<file path="config.mk">
export PLATFORM = sky130hd
export DESIGN_NAME = rtc_area
export DESIGN_NICKNAME = d
export VERILOG_FILES = /design/src/design/rtc_pkg.sv /design/src/design/rtc_area.sv
export SDC_FILE = /design/constraint.sdc
export NUM_CORES = 1
export LEC_CHECK = 0
export ABC_CLOCK_PERIOD_IN_PS = 4800
export BUFFER_PORTS_ARGS = -buffer_cell sky130_fd_sc_hd__buf_2
export CORE_MARGIN = 5
export CORE_UTILIZATION = 51
export CTS_CLUSTER_DIAMETER = 100
export DETAILED_ROUTE_END_ITERATION = 6
export MAX_ROUTING_LAYER = met4
export PLACE_DENSITY_LB_ADDON = 0.3
export SYNTH_ARGS = -nofsm -noshare
export SYNTH_HDL_FRONTEND = slang
export SYNTH_SLANG_ARGS = --single-unit
</file>
<file path="constraint.sdc">
create_clock -name clk -period 4.8 [get_ports clk]
set_input_delay 0.48 -clock clk [delete_from_list [all_inputs] [get_ports clk]]
set_output_delay 0.48 -clock clk [all_outputs]
set_load 0.02 [all_outputs]
</file>
<file path="src/design/rtc_pkg.sv">
// Shared constants and types for the rectangle tiling check.
package rtc_pkg;

	localparam int TABLE_DEPTH_DEF = 64;
	localparam int COORD_BITS_DEF = 16;
	localparam int AREA_BITS = 48;
	localparam int CORNERS = 4;
	localparam int SEEN_BITS = 3;

	typedef enum logic [3:0] {
		ST_IDLE,
		ST_T0,
		ST_T1,
		ST_T2,
		ST_T3,
		ST_SWEEP,
		ST_BOX,
		ST_MUL,
		ST_RESULT
	} rtc_state_t;

	typedef struct packed {
		logic toggle;
		logic sweep;
	} rtc_cmd_t;

	typedef struct packed {
		logic any_hit;
		logic full;
	} rtc_status_t;

endpackage

</file>
<file path="src/design/rtc_area.sv">
// Area accumulator: registered rectangle area, then a checked add into the 48-bit sum.
module rtc_area
	import rtc_pkg::*;
#(
	parameter int COORD_BITS = COORD_BITS_DEF
) (
	input  logic                        clk,
	input  logic                        arst_n,
	input  logic                        start,
	input  logic                        clear,
	input  logic [COORD_BITS-1:0]       x_left,
	input  logic [COORD_BITS-1:0]       y_bottom,
	input  logic [COORD_BITS-1:0]       x_right,
	input  logic [COORD_BITS-1:0]       y_top,
	output logic                        ovf,
	output logic signed [AREA_BITS-1:0] total_q
);

	localparam int DW = COORD_BITS + 1;
	localparam int PW = 2 * DW;
	localparam int EW = (PW > AREA_BITS) ? PW : AREA_BITS + 1;

	logic signed [DW-1:0]        dx;
	logic signed [DW-1:0]        dy;
	logic signed [PW-1:0]        prod_s1;
	logic                        valid_s1;
	logic signed [EW-1:0]        ext;
	logic signed [AREA_BITS-1:0] area;
	logic                        area_ovf;
	logic [AREA_BITS:0]          sum;
	logic                        sum_ovf;

	assign dx = {x_right[COORD_BITS-1], x_right} - {x_left[COORD_BITS-1], x_left};
	assign dy = {y_top[COORD_BITS-1], y_top} - {y_bottom[COORD_BITS-1], y_bottom};

	always_ff @(posedge clk) begin
		prod_s1 <= dx * dy;
	end

	always_ff @(posedge clk or negedge arst_n) begin
		if (!arst_n) begin
			valid_s1 <= 1'b0;
		end else begin
			valid_s1 <= start;
		end
	end

	assign ext = EW'(prod_s1);
	assign area = ext[AREA_BITS-1:0];
	assign area_ovf = ext != EW'(area);
	assign sum = {total_q[AREA_BITS-1], total_q} + {area[AREA_BITS-1], area};
	assign sum_ovf = sum[AREA_BITS] != sum[AREA_BITS-1];
	assign ovf = valid_s1 && (area_ovf || sum_ovf);

	always_ff @(posedge clk or negedge arst_n) begin
		if (!arst_n) begin
			total_q <= '0;
		end else if (clear) begin
			total_q <= '0;
		end else if (valid_s1 && !ovf) begin
			total_q <= sum[AREA_BITS-1:0];
		end
	end

endmodule

</file>
# [Word level (Yosys, flattened, before mapping)]
# Index checks and enable logic that the tools add are counted.
[word_totals] elab_cells=14 ff_bits=83 out_inout_bits=49 in_bits=68
[classes] mul=1 n_reduce_logical=4 addsub=3 n_mux=2 eq_ne=1
[ops] operator="48-bit two-way mux" count=2
[ops] operator="48-bit by 34-bit adder with 49-bit output" count=1
[ops] operator="17-bit by 17-bit multiplier with 34-bit output" count=1
[ops] operator="16-bit by 16-bit subtractor with 17-bit output" count=2
[ops] operator="1-bit logical AND" count=2
[ops] operator="2-bit nonzero test" count=1
[ops] operator="1-bit zero test" count=1
[ops] operator="1-bit inequality test" count=1

# [Depth between registers and ports, before layout]
[depth] ltp_word=7 ltp_mapped=38 mapped_depth_nobuf=38

# [Worst setup path before layout]
# Ideal clock, no wire load.
[synth_path] kind="input to register" from="in y_top[0]" to="reg prod_s1[32]" cell_stages=36 setup_slack_ns=-4.019 arrival_time_ns=8.695 setup_time_ns=0.123 cell_sequence="inv_1 -> ha_1 -> inv_1 -> fa_1 -> a21o_1 -> a21oi_1 -> o21bai_1 -> a21oi_1 -> o21bai_1 -> nand4_1 -> a31oi_1 -> a21o_1 -> a21oi_1 -> xor2_1 -> clkbuf_1 -> nor2_1 -> fa_1 -> fa_1 -> fa_1 -> fa_1 -> fa_1 -> inv_1 -> fa_1 -> inv_1 -> ha_1 -> a21o_1 -> a21o_1 -> a21o_1 -> a21o_1 -> a21o_1 -> a21o_1 -> a41oi_1 -> nor2_1 -> a2111oi_0 -> a21oi_1 -> xor2_1"
[synth_via] elab_chain_len=2
[synth_rtl] item="start: declaration" line_no="rtc_area.sv:14" text="input logic [COORD_BITS-1:0] y_top,"
[synth_rtl] item="16-bit by 16-bit subtractor with 17-bit output" line_no="rtc_area.sv:34" text="assign dy = {y_top[COORD_BITS-1], y_top} - {y_bottom[COORD_BITS-1], y_bottom};"
[synth_rtl] item="17-bit by 17-bit multiplier with 34-bit output" line_no="rtc_area.sv:37" text="prod_s1 <= dx * dy;"
[synth_rtl] item="end signal: assignment" line_no="rtc_area.sv:37"
[synth_rtl] item="end: declaration" line_no="rtc_area.sv:25" text="logic signed [PW-1:0] prod_s1;"
# Every way passes these cells.
# A chain may end at the register's enable or synchronous reset.

# [Final worst setup path]
# Same ends and word-level chain as after synthesis.

==> results.sh <==
export IMPL_tightestPinTransition_ns=0.9920
export IMPL_dpl_hpwl_mm=40.16
export IMPL_min_period_ns=7.913
export IMPL_design_die_area_sq_mm=0.03861
export IMPL_fin_crit_sh=1.649
export IMPL_totalWireLength_mm=49.54
export IMPL_synth_nets=2554
export IMPL_grt_ovfl_total=0
export IMPL_postSynth_asyncResetShare=0.5904
export IMPL_ios=117
export IMPL_start_kind="input port"
export IMPL_setup_ws_ns=-3.113
export IMPL_slew_limit_headroom=0.3386
export IMPL_synth_top_area_cell="fa_1"
export IMPL_num_vias=15300
export IMPL_slew_violations=0
export IMPL_yosysSeqAreaShare=0.1075
export IMPL_drt_vias_per_instance=5.313
export IMPL_root_buffer="clkbuf_16"
export IMPL_synth_cell_types=75
export IMPL_clk_pin_slew_ns=0.07
export IMPL_htree_levels=3
export IMPL_required_ns=5.04
export IMPL_syn_area_sq_mm=0.01774
export IMPL_grt_pass1_wl_mm=81.83
export IMPL_worstSkewPairLatency_ns=0.35
export IMPL_syn2layout_area_growth_pct=28.83
export IMPL_maxCapViolations=0
export IMPL_cts_tree="yes"
export IMPL_drcViolationCount=0
export IMPL_clock_fmax_mhz=126.4
export IMPL_synthFlopType="dfrtp_1"
export IMPL_failed_checks="setup timing"
export IMPL_worstSetupEndpointType="flip-flop"
export IMPL_slowest_delay_ns=0.63
export IMPL_pre_cts_ws_ns=-3.813
export IMPL_critPathKind="in -> reg"
export IMPL_rows=68
export IMPL_place_congestion=0.9957
export IMPL_syn_instance_count=2022
export IMPL_grt_use_total=0.2654
export IMPL_cts_sinks=83
export IMPL_antenna_found_initial=0
export IMPL_dieWidth_microns=196.5
export IMPL_final_antenna_net_count=0
export IMPL_rsz0062_at_grt="true"
export IMPL_initial_utilization=0.5147
export IMPL_drt_pass1_iterations=7
export IMPL_ys_warn_count=0
export IMPL_synth_edff_count=0
export IMPL_path_max_fanout=5
export IMPL_setup_viol=28
export IMPL_synth_top_area_frac=0.3386
export IMPL_cts_buffers=9
export IMPL_die_y_microns=196.5
export IMPL_fin_nets=2952
export IMPL_io_buffers=116
export IMPL_diodes=0
export IMPL_ys_seq_elements=83
export IMPL_grt_pass1_vias=16650
export IMPL_syn_avg_cell_area_sq_um=8.771
export IMPL_grt_start_max_net_pins=50
export IMPL_ys_top_cells_by_area="fa_1, ha_1, inv_1"
export IMPL_crit_slowest_cell="fa_2"
export IMPL_hold_buffers=0
export IMPL_n_fill_cell=2768
export IMPL_post_route_util=0.6631
export IMPL_hold_class="in -> async"
export IMPL_fin_skew_ns=0.01770
export IMPL_drtIter0Drc=749
export IMPL_drive_gt1_frac=0.2812
export IMPL_crit_arrival_ns=8.15
export IMPL_core_sq_mm=0.03446
export IMPL_cts_buffer_depth=2
export IMPL_routedWlPerCell_microns=17.20
export IMPL_status="finished with violations"
export IMPL_cpMostUsedCell="a21o_1"
export IMPL_whs_ns=0.2331
export IMPL_hold_violations=0
[state kept, by name, indices dropped and copies added (netlist names)]
name,flops
prod_s1,34
valid_s1,1
total_q,48
[cell usage after synthesis (all sizes together) (12+ instances only)]
| cell | n |
|---|---|
| inv | 396 |
| fa | 300 |
| nand2 | 177 |
| ha | 164 |
| nor2 | 133 |
| a21oi | 115 |
| xnor2 | 89 |
| o21ai | 73 |
| a21o | 59 |
| clkbuf | 56 |
| dfrtp | 49 |
| and2 | 44 |
| nand3 | 40 |
| nor2b | 40 |
| dfxtp | 34 |
| nand2b | 25 |
| o31ai | 25 |
| xor2 | 24 |
| o211ai | 20 |
| nor3 | 14 |
| a211oi | 13 |
| a31oi | 13 |
| buf | 12 |
[cells in the final DEF, fill, tap and decap left out, types with 12 or more instances in the layout]
master    Yosys  routed
a21o_1       59      59
a21oi_1     112      86
a21oi_2       1      21
and2_1       44      43
buf_2         9     111
buf_4         0     297
buf_6         0      36
dfrtp_1      49      49
dfxtp_1      34      34
fa_1        300     284
fa_2          0      16
ha_1        164     138
ha_4          0      23
inv_1       396     365
inv_2         0      25
nand2_1     176     161
nand2_2       1      12
nand2b_1     25      22
nand3_1      40      39
nor2_1      133     123
nor2b_1      40      36
nor3_1       13      12
o211ai_1     20      20
o21ai_0      67      54
o31ai_1      21      21
xnor2_1      88      78
xor2_1       23      18
[layout make-up]
cell class | instances | area [sq um] | area share
inverter | 398 | 1520 | 0.06654
clock inverter | 6 | 100.1 | 0.004381
timing repair buffer | 455 | 3396 | 0.1486
multi-input combinational | 1473 | 15110 | 0.6611
tap | 455 | 569.3 | 0.02492
sequential | 83 | 1907 | 0.08346
clock buffer | 10 | 250.2 | 0.01095
[logic make-up (layout without fill, tap and decap cells)]
logic type      count (synthesis)  in the layout  synth area share
compound gates                378            378            0.1451
xor+xnor                      113            113           0.05728
fa+ha+maj                     464            464            0.4543
buf+inv                       466            869           0.09926
flops                          83             83            0.1075
mux                             1              1         0.0005644
simple gates                  517            517            0.1359
[critical path: cells and delay by family]
family	cells	cell delay (ns)
xor gates and xnor gates	2	0.46
buffers and inverters	6	0.45
adders and majority gates	9	3.75
AOI/OAI and AO/OA	17	2.77
and+or+nand+nor	3	0.25
[worst paths after layout]
check | start | to | slack, ns | cells past startpoint
worst min-delay path | arst_n | total_q[2] | 0.23 | 2
min in group clk | start | valid_s1 | 0.24 | 1
worst max register to register | total_q[0] | total_q[11] | 0.81 | 14
max in group asynchronous | arst_n | total_q[21] | 4.11 | 2
worst max-delay path | y_top[0] | prod_s1[32] | -3.11 | 37
worst min register to register | total_q[33] | total_q[33] | 0.57 | 2
[layer usage]
layer / global-route usage / vias up / share of wire
met4: 0.07370 / 0 / 0.028
met2: 0.4679 / 449 / 0.52
met5: - / - / 0
li1: - / 7231 / -
met1: 0.3214 / 7533 / 0.40
met3: 0.03470 / 89 / 0.055
[what timing repair did]
item,in CTS,in global routing
pin swaps,61,102
resized for setup,92,136
setup buffers,34,36
endpoints found under the setup margin,27,30
[per-stage QoR]
step	setup TNS, ns	instances	instance area, sq um
CTS	-62.33	2859	22110
floorplan	-61.29	2022	18060
detailed placement	-75.69	2820	21160
finish	-60.28	2880	22850
global route	-67.66	2880	22850
global placement	-72.18	2820	21160
Power is not shown: default switching activity piles up to over one toggle a cycle in this logic, so the estimate is an artifact.
