$ cat src/design/rtc_pkg.sv
// Shared constants and types for the rectangle tiling check.
package rtc_pkg;

	localparam int TABLE_DEPTH_DEF = 64;
	localparam int COORD_BITS_DEF = 16;
	localparam int AREA_BITS = 48;
	localparam int CORNERS = 4;
	localparam int SEEN_BITS = 3;

	typedef enum logic [3:0] {
		ST_IDLE,
		ST_T0,
		ST_T1,
		ST_T2,
		ST_T3,
		ST_SWEEP,
		ST_BOX,
		ST_MUL,
		ST_RESULT
	} rtc_state_t;

	typedef struct packed {
		logic toggle;
		logic sweep;
	} rtc_cmd_t;

	typedef struct packed {
		logic any_hit;
		logic full;
	} rtc_status_t;

endpackage

$ cat src/design/rtc_cell.sv
// One corner cell: holds a packed corner and its valid bit, shifts toward the tail on a sweep.
module rtc_cell
	import rtc_pkg::*;
#(
	parameter int KEY_BITS = 2 * COORD_BITS_DEF
) (
	input  logic                clk,
	input  logic                arst_n,
	input  rtc_cmd_t            cmd,
	input  logic [KEY_BITS-1:0] key,
	input  logic                any_hit,
	input  logic                claim_in,
	input  logic [KEY_BITS-1:0] prev_key,
	input  logic                prev_valid,
	output logic                hit,
	output logic                claim_out,
	output logic [KEY_BITS-1:0] key_q,
	output logic                valid_q
);

	logic insert;

	assign hit = valid_q && (key_q == key);
	assign claim_out = claim_in || !valid_q;
	assign insert = cmd.toggle && !any_hit && !valid_q && !claim_in;

	always_ff @(posedge clk or negedge arst_n) begin
		if (!arst_n) begin
			valid_q <= 1'b0;
		end else if (cmd.sweep) begin
			valid_q <= prev_valid;
		end else if (cmd.toggle && hit) begin
			valid_q <= 1'b0;
		end else if (insert) begin
			valid_q <= 1'b1;
		end
	end

	always_ff @(posedge clk) begin
		if (cmd.sweep) begin
			key_q <= prev_key;
		end else if (insert) begin
			key_q <= key;
		end
	end

endmodule

$ cat src/design/rtc_table.sv
// Corner table: a chain of corner cells with a free-slot claim chain and a hit reduction.
module rtc_table
	import rtc_pkg::*;
#(
	parameter int TABLE_DEPTH = TABLE_DEPTH_DEF,
	parameter int KEY_BITS = 2 * COORD_BITS_DEF
) (
	input  logic                clk,
	input  logic                arst_n,
	input  rtc_cmd_t            cmd,
	input  logic [KEY_BITS-1:0] key,
	output rtc_status_t         status,
	output logic [KEY_BITS-1:0] tail_key,
	output logic                tail_valid
);

	logic [TABLE_DEPTH-1:0] hit;
	logic [TABLE_DEPTH:0]   claim;
	logic [KEY_BITS-1:0]    cell_key [TABLE_DEPTH];
	logic [TABLE_DEPTH-1:0] cell_valid;
	logic                   any_hit;

	assign claim[0] = 1'b0;
	assign any_hit = |hit;

	genvar i;
	generate
		for (i = 0; i < TABLE_DEPTH; i++) begin : g_cell
			if (i == 0) begin : g_head
				rtc_cell #(.KEY_BITS(KEY_BITS)) u_cell (
					.clk(clk), .arst_n(arst_n), .cmd(cmd), .key(key),
					.any_hit(any_hit), .claim_in(claim[i]),
					.prev_key({KEY_BITS{1'b0}}), .prev_valid(1'b0),
					.hit(hit[i]), .claim_out(claim[i+1]),
					.key_q(cell_key[i]), .valid_q(cell_valid[i])
				);
			end else begin : g_body
				rtc_cell #(.KEY_BITS(KEY_BITS)) u_cell (
					.clk(clk), .arst_n(arst_n), .cmd(cmd), .key(key),
					.any_hit(any_hit), .claim_in(claim[i]),
					.prev_key(cell_key[i-1]), .prev_valid(cell_valid[i-1]),
					.hit(hit[i]), .claim_out(claim[i+1]),
					.key_q(cell_key[i]), .valid_q(cell_valid[i])
				);
			end
		end
	endgenerate

	assign status.any_hit = any_hit;
	assign status.full = !claim[TABLE_DEPTH];
	assign tail_key = cell_key[TABLE_DEPTH-1];
	assign tail_valid = cell_valid[TABLE_DEPTH-1];

	a_single_hit: assert property (@(posedge clk) disable iff (!arst_n)
		cmd.toggle |-> $onehot0(hit))
		else $error("corner stored in more than one cell");

	a_full_no_free: assert property (@(posedge clk) disable iff (!arst_n)
		status.full |-> (&cell_valid))
		else $error("table reported full with a free cell");

	a_sweep_drains: assert property (@(posedge clk) disable iff (!arst_n)
		cmd.sweep |=> !cell_valid[0])
		else $error("head cell still valid after a sweep shift");

endmodule

$ cat config.mk
export PLATFORM = sky130hd
export DESIGN_NAME = rtc_table
export DESIGN_NICKNAME = d
export VERILOG_FILES = /design/src/design/rtc_pkg.sv /design/src/design/rtc_cell.sv /design/src/design/rtc_table.sv
export SDC_FILE = /design/constraint.sdc
export NUM_CORES = 2
export LEC_CHECK = 0
export BUFFER_PORTS_ARGS = -buffer_cell sky130_fd_sc_hd__clkbuf_2
export CAP_MARGIN = 20
export CORE_MARGIN = 2
export CORE_UTILIZATION = 30
export CTS_CLUSTER_SIZE = 25
export DETAILED_ROUTE_END_ITERATION = 7
export GPL_ROUTABILITY_DRIVEN = 0
export PLACE_DENSITY = 0.5
export SLEW_MARGIN = 10
export SYNTH_ARGS = -nofsm -noshare
export SYNTH_HDL_FRONTEND = slang
export SYNTH_HIERARCHICAL = 1
export SYNTH_SLANG_ARGS = --single-unit
$ cat constraint.sdc
create_clock -name clk -period 14.5 [get_ports clk]
set_input_delay 4.35 -clock clk [delete_from_list [all_inputs] [get_ports clk]]
set_output_delay 4.35 -clock clk [all_outputs]
set_load 0.02 [all_outputs]
Word level (Yosys, flattened, before mapping)
Index checks and enable logic that the tools add are counted.
W data, S select, Z words.

cells by class
  $add $sub $neg = 0
  multipliers = 0
  divide/modulo/power cells = 0
  order comparisons = 0
  eq/ne operators = 64
  shift-type cells = 0
  mux-type cells = 318
  bitwise logic cells = 0
  reductions and logical operators = 575

operators by type and width
  cell                 count
  $mux W32             126
  $eq A32 B32 Y1       64
  $logic_and A1 B1 Y1  256
  $mux W1              192
  $reduce_bool A3 Y1   64
  $logic_not A1 Y1     128
  $reduce_bool A2 Y1   63
  $reduce_or A64 Y1    1
  $logic_or A1 B1 Y1   63

word-level totals
  register bits after elaboration = 2112
  bits in latches = 0
  RAM bits = 0
  memory bits (read-only) = 0
  input bits = 36
  output and inout port bits = 35
  memories = 0

Longest topological paths before layout
  word-level depth = 68
  mapped depth = 67

Cells and area by module
Netlist, hierarchy kept.

by module, submodules not included
  module     instances  cells each  area an instance (um2)
  rtc_cell   64         132         1805.5
  rtc_table  1          24          153.9

Worst setup path after synthesis
No wires, ideal clock.

  kind = register -> output
  from = reg g_cell[0].g_head.u_cell.valid_q
  to = out status[0] in the netlist's numbering
  data arrival time = 9.497 ns
  required time = 10.150 ns
  setup slack = 0.653 ns
  stages on the path, launching flop included = 66
  buffers on the path = 0
  cell sequence = dfrtp_1 -> nand2b_1 -> nand2b_1 -> nand2b_1 -> nand2b_1 -> nand2b_1 -> nand2b_1 -> nand2b_1 -> nand2b_1 -> nand2b_1 -> nand2b_1 -> nand2b_1 -> nand2b_1 -> nand2b_1 -> nand2b_1 -> nand2b_1 -> nand2b_1 -> nand2b_1 -> [... 30 more ...] -> nand2b_1 -> nand2b_1 -> nand2b_1 -> nand2b_1 -> nand2b_1 -> nand2b_1 -> nand2b_1 -> nand2b_1 -> nand2b_1 -> nand2b_1 -> nand2b_1 -> nand2b_1 -> nand2b_1 -> nand2b_1 -> nand2b_1 -> nand2b_1 -> nand2b_1 -> inv_1

RTL lines
  element                 RTL line         RTL
  start, declared         rtc_cell.sv:18   output logic valid_q
  start signal, assigned  rtc_cell.sv:31   valid_q <= prev_valid;
  end, declared           rtc_table.sv:12  output rtc_status_t status,

==> results <==
- For this design, the slowest cell found on the critical path is dfrtp_1.
- In this run the vertical extent of the chip is 625 um.
- The synthesized netlist occupies a cell area of 116,000 um2.
- Derived from the worst setup path, the maximum achievable clock frequency is 67.4 MHz.
- The detailed router finished its first iteration with 5,025 violations.
- The number of input and output port buffers inserted is 70.
- The worst ir drop on vdd is 0.0000924 V.
- For this run, the detailed router's first-pass iteration total came to 6.
- The internal power is 0.0116 W.
- The part of the power in registers is 0.495.
- The number of hold buffers added after CTS is 0.
- The H-tree generated during clock tree synthesis spans 4 levels.
- The average wire per standard cell is 21.5 um.
- For the pin with the worst max-slew slack, the measured transition is 1.17 ns.
- By area the synthesized netlist is led by edfxtp_1, mux2_2, xor2_1, mux2_1, xnor2_1.
- The core box area is 385,000 um2.
- The starting density of the core is 0.301.
- Of the synthesized area, sequential elements account for 0.545.
- The share of the synthesized area in the top cell type is 0.532.
- The wire length of the first global-routing pass is 463,000 um.
- The post-route minimum period is 14.84 ns.
- Of the available clock period, the critical path in the final layout requires 1.02.
- Summed over all layers, the routed wires come to 303,000 um.
- The clock edge transition at the registers on the reported setup and hold paths is 0.06 ns.
- The buffer cell driving the clock tree root is clkbuf_16.
- The finished layout holds 14.1k standard cells, fillers aside.
- The number of hold-slack violations in the final timing report is 0.
- Setup repair after global routing could not meet its margin everywhere.
- Measured along the x axis, the die boundary spans 625 um.
- The number of buffers on the longest clock path is 4.
- The synthesized flop and latch total is 2,112.
- The max-cap violation count is 0.
- The area overhead of the layout relative to synthesis is 13.9%.
- The endpoint of the lowest-slack register-to-register path is g_cell[63].g_body.u_cell/key_q[28]$_DFFE_PP_.
- The endpoint of the worst hold path is g_cell[52].g_body.u_cell/key_q[7]$_DFFE_PP_.
- Entering global routing, the biggest net connects 177 pins.
- Clock skew on the completed layout was measured at 0.0750 ns.
- The TritonCTS clock tree is done.
- The count of cells along the worst register-to-register path is 67.
- For this run the aggregate overflow at the end of global routing stands at 0.
- Counting stages on the worst path, the most repeated cell is nand2b_4.
- The share of total power dissipated in the clock network is 0.382.
- The arrival time of the worst setup path is 10.49 ns.
- The total I/O pin count is 71.
- The final standard cell utilization of the core is 0.343.
- The floorplan has 228 rows.
- The area of the die is 391,000 um2.
- Adding up every negative setup slack in the final design gives -0.339 ns.
- Along the worst hold path, the cell count comes to 1.
- The launch instance of the worst register-to-register path is g_cell[0].g_head.u_cell/valid_q$_DFFE_PN0P_.
- The worst setup path is of the register to primary output kind.
- The worst hold slack across all endpoints is 0.546 ns.
- The clock reaches the later pin of the worst-skew pair after 0.94 ns.
- The number of pins with negative max-slew slack in the final report is 0.
- The post-synthesis cell type count is 31.
- The cell count after synthesis is 8,472.
- The flow ran to the end, but the final reports show violations.
- The checks that failed: negative setup slack.
- The kind of end point of the critical path is a primary output.
- The via-per-instance ratio is 4.92.
- The global-route layer with the greatest usage is met2.
- For this run, global-route usage on met1 was measured as 0.214.
- The design draws 0.0155 W.
- In this run the most critical hold path is launched from g_cell[51].g_body.u_cell/key_q[7]$_DFFE_PP_.
- For this run, the number of Yosys warnings is 6.
- The number of buffers added by the clock tree synthesis step is 240.
- After detailed routing, the number of remaining DRC violations is 0.
- The clock sink count is 2,112.
- The net count of the finished layout is 8,877.
- Of the cells placed in the final design, the portion with a size suffix greater than 1 is 0.287.
- The final setup slack of the worst path is -0.339 ns.
- For this run, global-route usage on met3 was measured as 0.0204.
- Of the total power, the share spent switching nets is 0.256.
- For this run, global-route usage on met2 was measured as 0.247.
- The number of global-route vias before repair is 72.3k.
- The largest total area in the synthesized netlist belongs to edfxtp_1.
- In this run, placement finished with an instance count of 13.6k.
- The average cell area after synthesis is 13.7 um2.
- Summed over all cells, the static leakage comes to 46.2 nW.
- Data on the critical path is required at its endpoint by 10.15 ns.
- The normalized max-slew margin is 0.221.
- The power per standard cell area is 118 nW/um2.
- The setup violation total in the final timing report is 1.
- In this run the worst path has a maximum fanout of 2.
- The number of antenna violations at the first check in global routing is 12.
- Summed over all nets, the half-perimeter wirelength after detailed placement is 206,000 um.
- Of the total power, combinational logic draws 0.123.
- The maximum single-stage delay on the critical path is 0.35 ns.
- Summing over every cut layer, the via total after detailed routing is 69.4k.
- In this run the worst hold path is classified as register to register.
- In the global route stage, overall resource usage came out at 0.151.
- The slack of the worst reg-to-reg path is 4.12 ns.
- The element type at the critical path start is a register.
- Summed over all nets, the switching power comes to 0.00398 W.
- The detail route stage leaves a number of antenna-violating nets equal to 0.
==> critical path: cells and delay by family (launching register included) <==
kind | cells | cell delay [ns]
buffers and inverters | 2 | 0.16
DFF | 1 | 0.35
and+or+nand+nor | 64 | 9.04
==> cells in the mapped netlist <==
cell,number
edfxtp_1,2048
mux2_2,1600
xor2_1,1344
inv_1,449
mux2_1,320
nor4_1,271
xnor2_1,256
nand2_1,192
nand2b_1,192
nor2_1,192
nor2b_1,192
o21ai_0,192
buf_2,128
o22ai_1,128
nand4_1,68
nor4_2,65
or4_1,65
a2111oi_0,64
a222oi_1,64
a31oi_1,64
buf_8,64
clkbuf_1,64
dfrtp_1,64
nand2_2,64
nand3_1,64
nand3_2,64
nor3_1,64
o2111ai_1,64
o2bb2ai_1,64
buf_4,1
conb_1,1
==> cell type report <==
type	count	area [um2]
clock inverter	116	1080
clock buffer	322	6440
antenna	8	20.0
timing repair buffer	350	3230
tap	5060	6330
inverter	449	1690
sequential	2112	63100
multi-input combinational	5688	49900
fill	37399	253000
==> layer usage <==
metal  part of all wire  routed length (um)  vias to the layer above
met1               0.48              145000                    35255
met4              0.020                6100                        2
met2               0.46              140000                     1235
met5           0.000030                   9                        -
met3              0.039               11800                      383
li1                   -                   -                    32510
==> cell families (layout without fill, tap and decap cells) <==
group,after synthesis,count (layout),share of synthesized area
XOR/XNOR,1600,1600,0.121
AND/OR/NAND/NOR,1493,1493,0.0773
multiplexers,1920,1920,0.187
buffers and inverters,706,1237,0.0305
AO/OA/AOI/OAI,640,640,0.0388
flip-flops,2112,2112,0.545
other,1,43,0.0000324
==> layout by cell type, fill, tap and decap left out, types with 36 or more instances in the layout <==
master     instances
buf_4            239
clkbuf_16        241
xor2_1          1344
edfxtp_1        2048
mux2_2          1600
or4_1             64
o2111ai_1         64
nor2b_1          192
nand2_1          192
nand2b_4          63
o22ai_1          128
inv_1            448
nor4_1           270
xnor2_1          256
o21ai_0          128
o2bb2ai_1         64
a2111oi_0         64
a222oi_1          64
buf_12            44
nor2_1           192
clkinv_1          46
nand3_1           64
clkinv_2          36
dfrtp_1           64
nor4_2            65
mux2_1           320
nand2_2           64
nor3_1            64
nand4_1           68
o21ai_2           63
clkbuf_1          70
nand3_2           64
nand2b_1         129
a31oi_1           64
==> registers in the layout, summed over array words and instances (netlist names) <==
| register | cells |
|---|---|
| g_cell.g_head.u_cell/key_q | 32 |
| g_cell.g_head.u_cell/valid_q | 1 |
| g_cell.g_body.u_cell/valid_q | 63 |
| g_cell.g_body.u_cell/key_q | 2016 |
==> metrics by stage <==
stage          cell area (um2)  setup WS [ns]
2_1_floorplan           116000          0.653
3_3_place_gp            124000          -1.74
3_5_place_dp            124000          -1.32
4_1_cts                 132000         -0.471
5_1_grt                 132000         -0.832
6_report                132000         -0.339
==> timing repair <==
| item | 4_1_cts | 5_1_grt |
|---|---|---|
| cloned | 0 | 0 |
| setup endpoints to repair | 1 | 1 |
| buffers inserted | 2 | 8 |
| resized for setup | 66 | 1 |
==> power by group through the flow <==
stage                     registers (W)  logic [W]  clock network [W]
after detailed placement        0.00779    0.00191                  0
after CTS                       0.00769    0.00193            0.00613
after floorplan                 0.00768    0.00127                  0
after global placement          0.00779    0.00188                  0
after global routing            0.00774    0.00210            0.00635
final                           0.00768    0.00191            0.00594
==> worst max-delay path by stage <==
stage	start	to	slack, ns	cells after the start
after floorplan	g_cell[0].g_head.u_cell/valid_q$_DFFE_PN0P_	status[0]	0.65	65
after global placement	g_cell[0].g_head.u_cell/valid_q$_DFFE_PN0P_	status[0]	-1.74	66
after CTS	g_cell[0].g_head.u_cell/valid_q$_DFFE_PN0P_	status[0]	-0.47	66
after detailed placement	g_cell[0].g_head.u_cell/valid_q$_DFFE_PN0P_	status[0]	-1.32	66
after global routing	g_cell[0].g_head.u_cell/valid_q$_DFFE_PN0P_	status[0]	-0.83	66
final	g_cell[0].g_head.u_cell/valid_q$_DFFE_PN0P_	status[0]	-0.34	66
No activity file was read; power rests on OpenSTA's default activity.
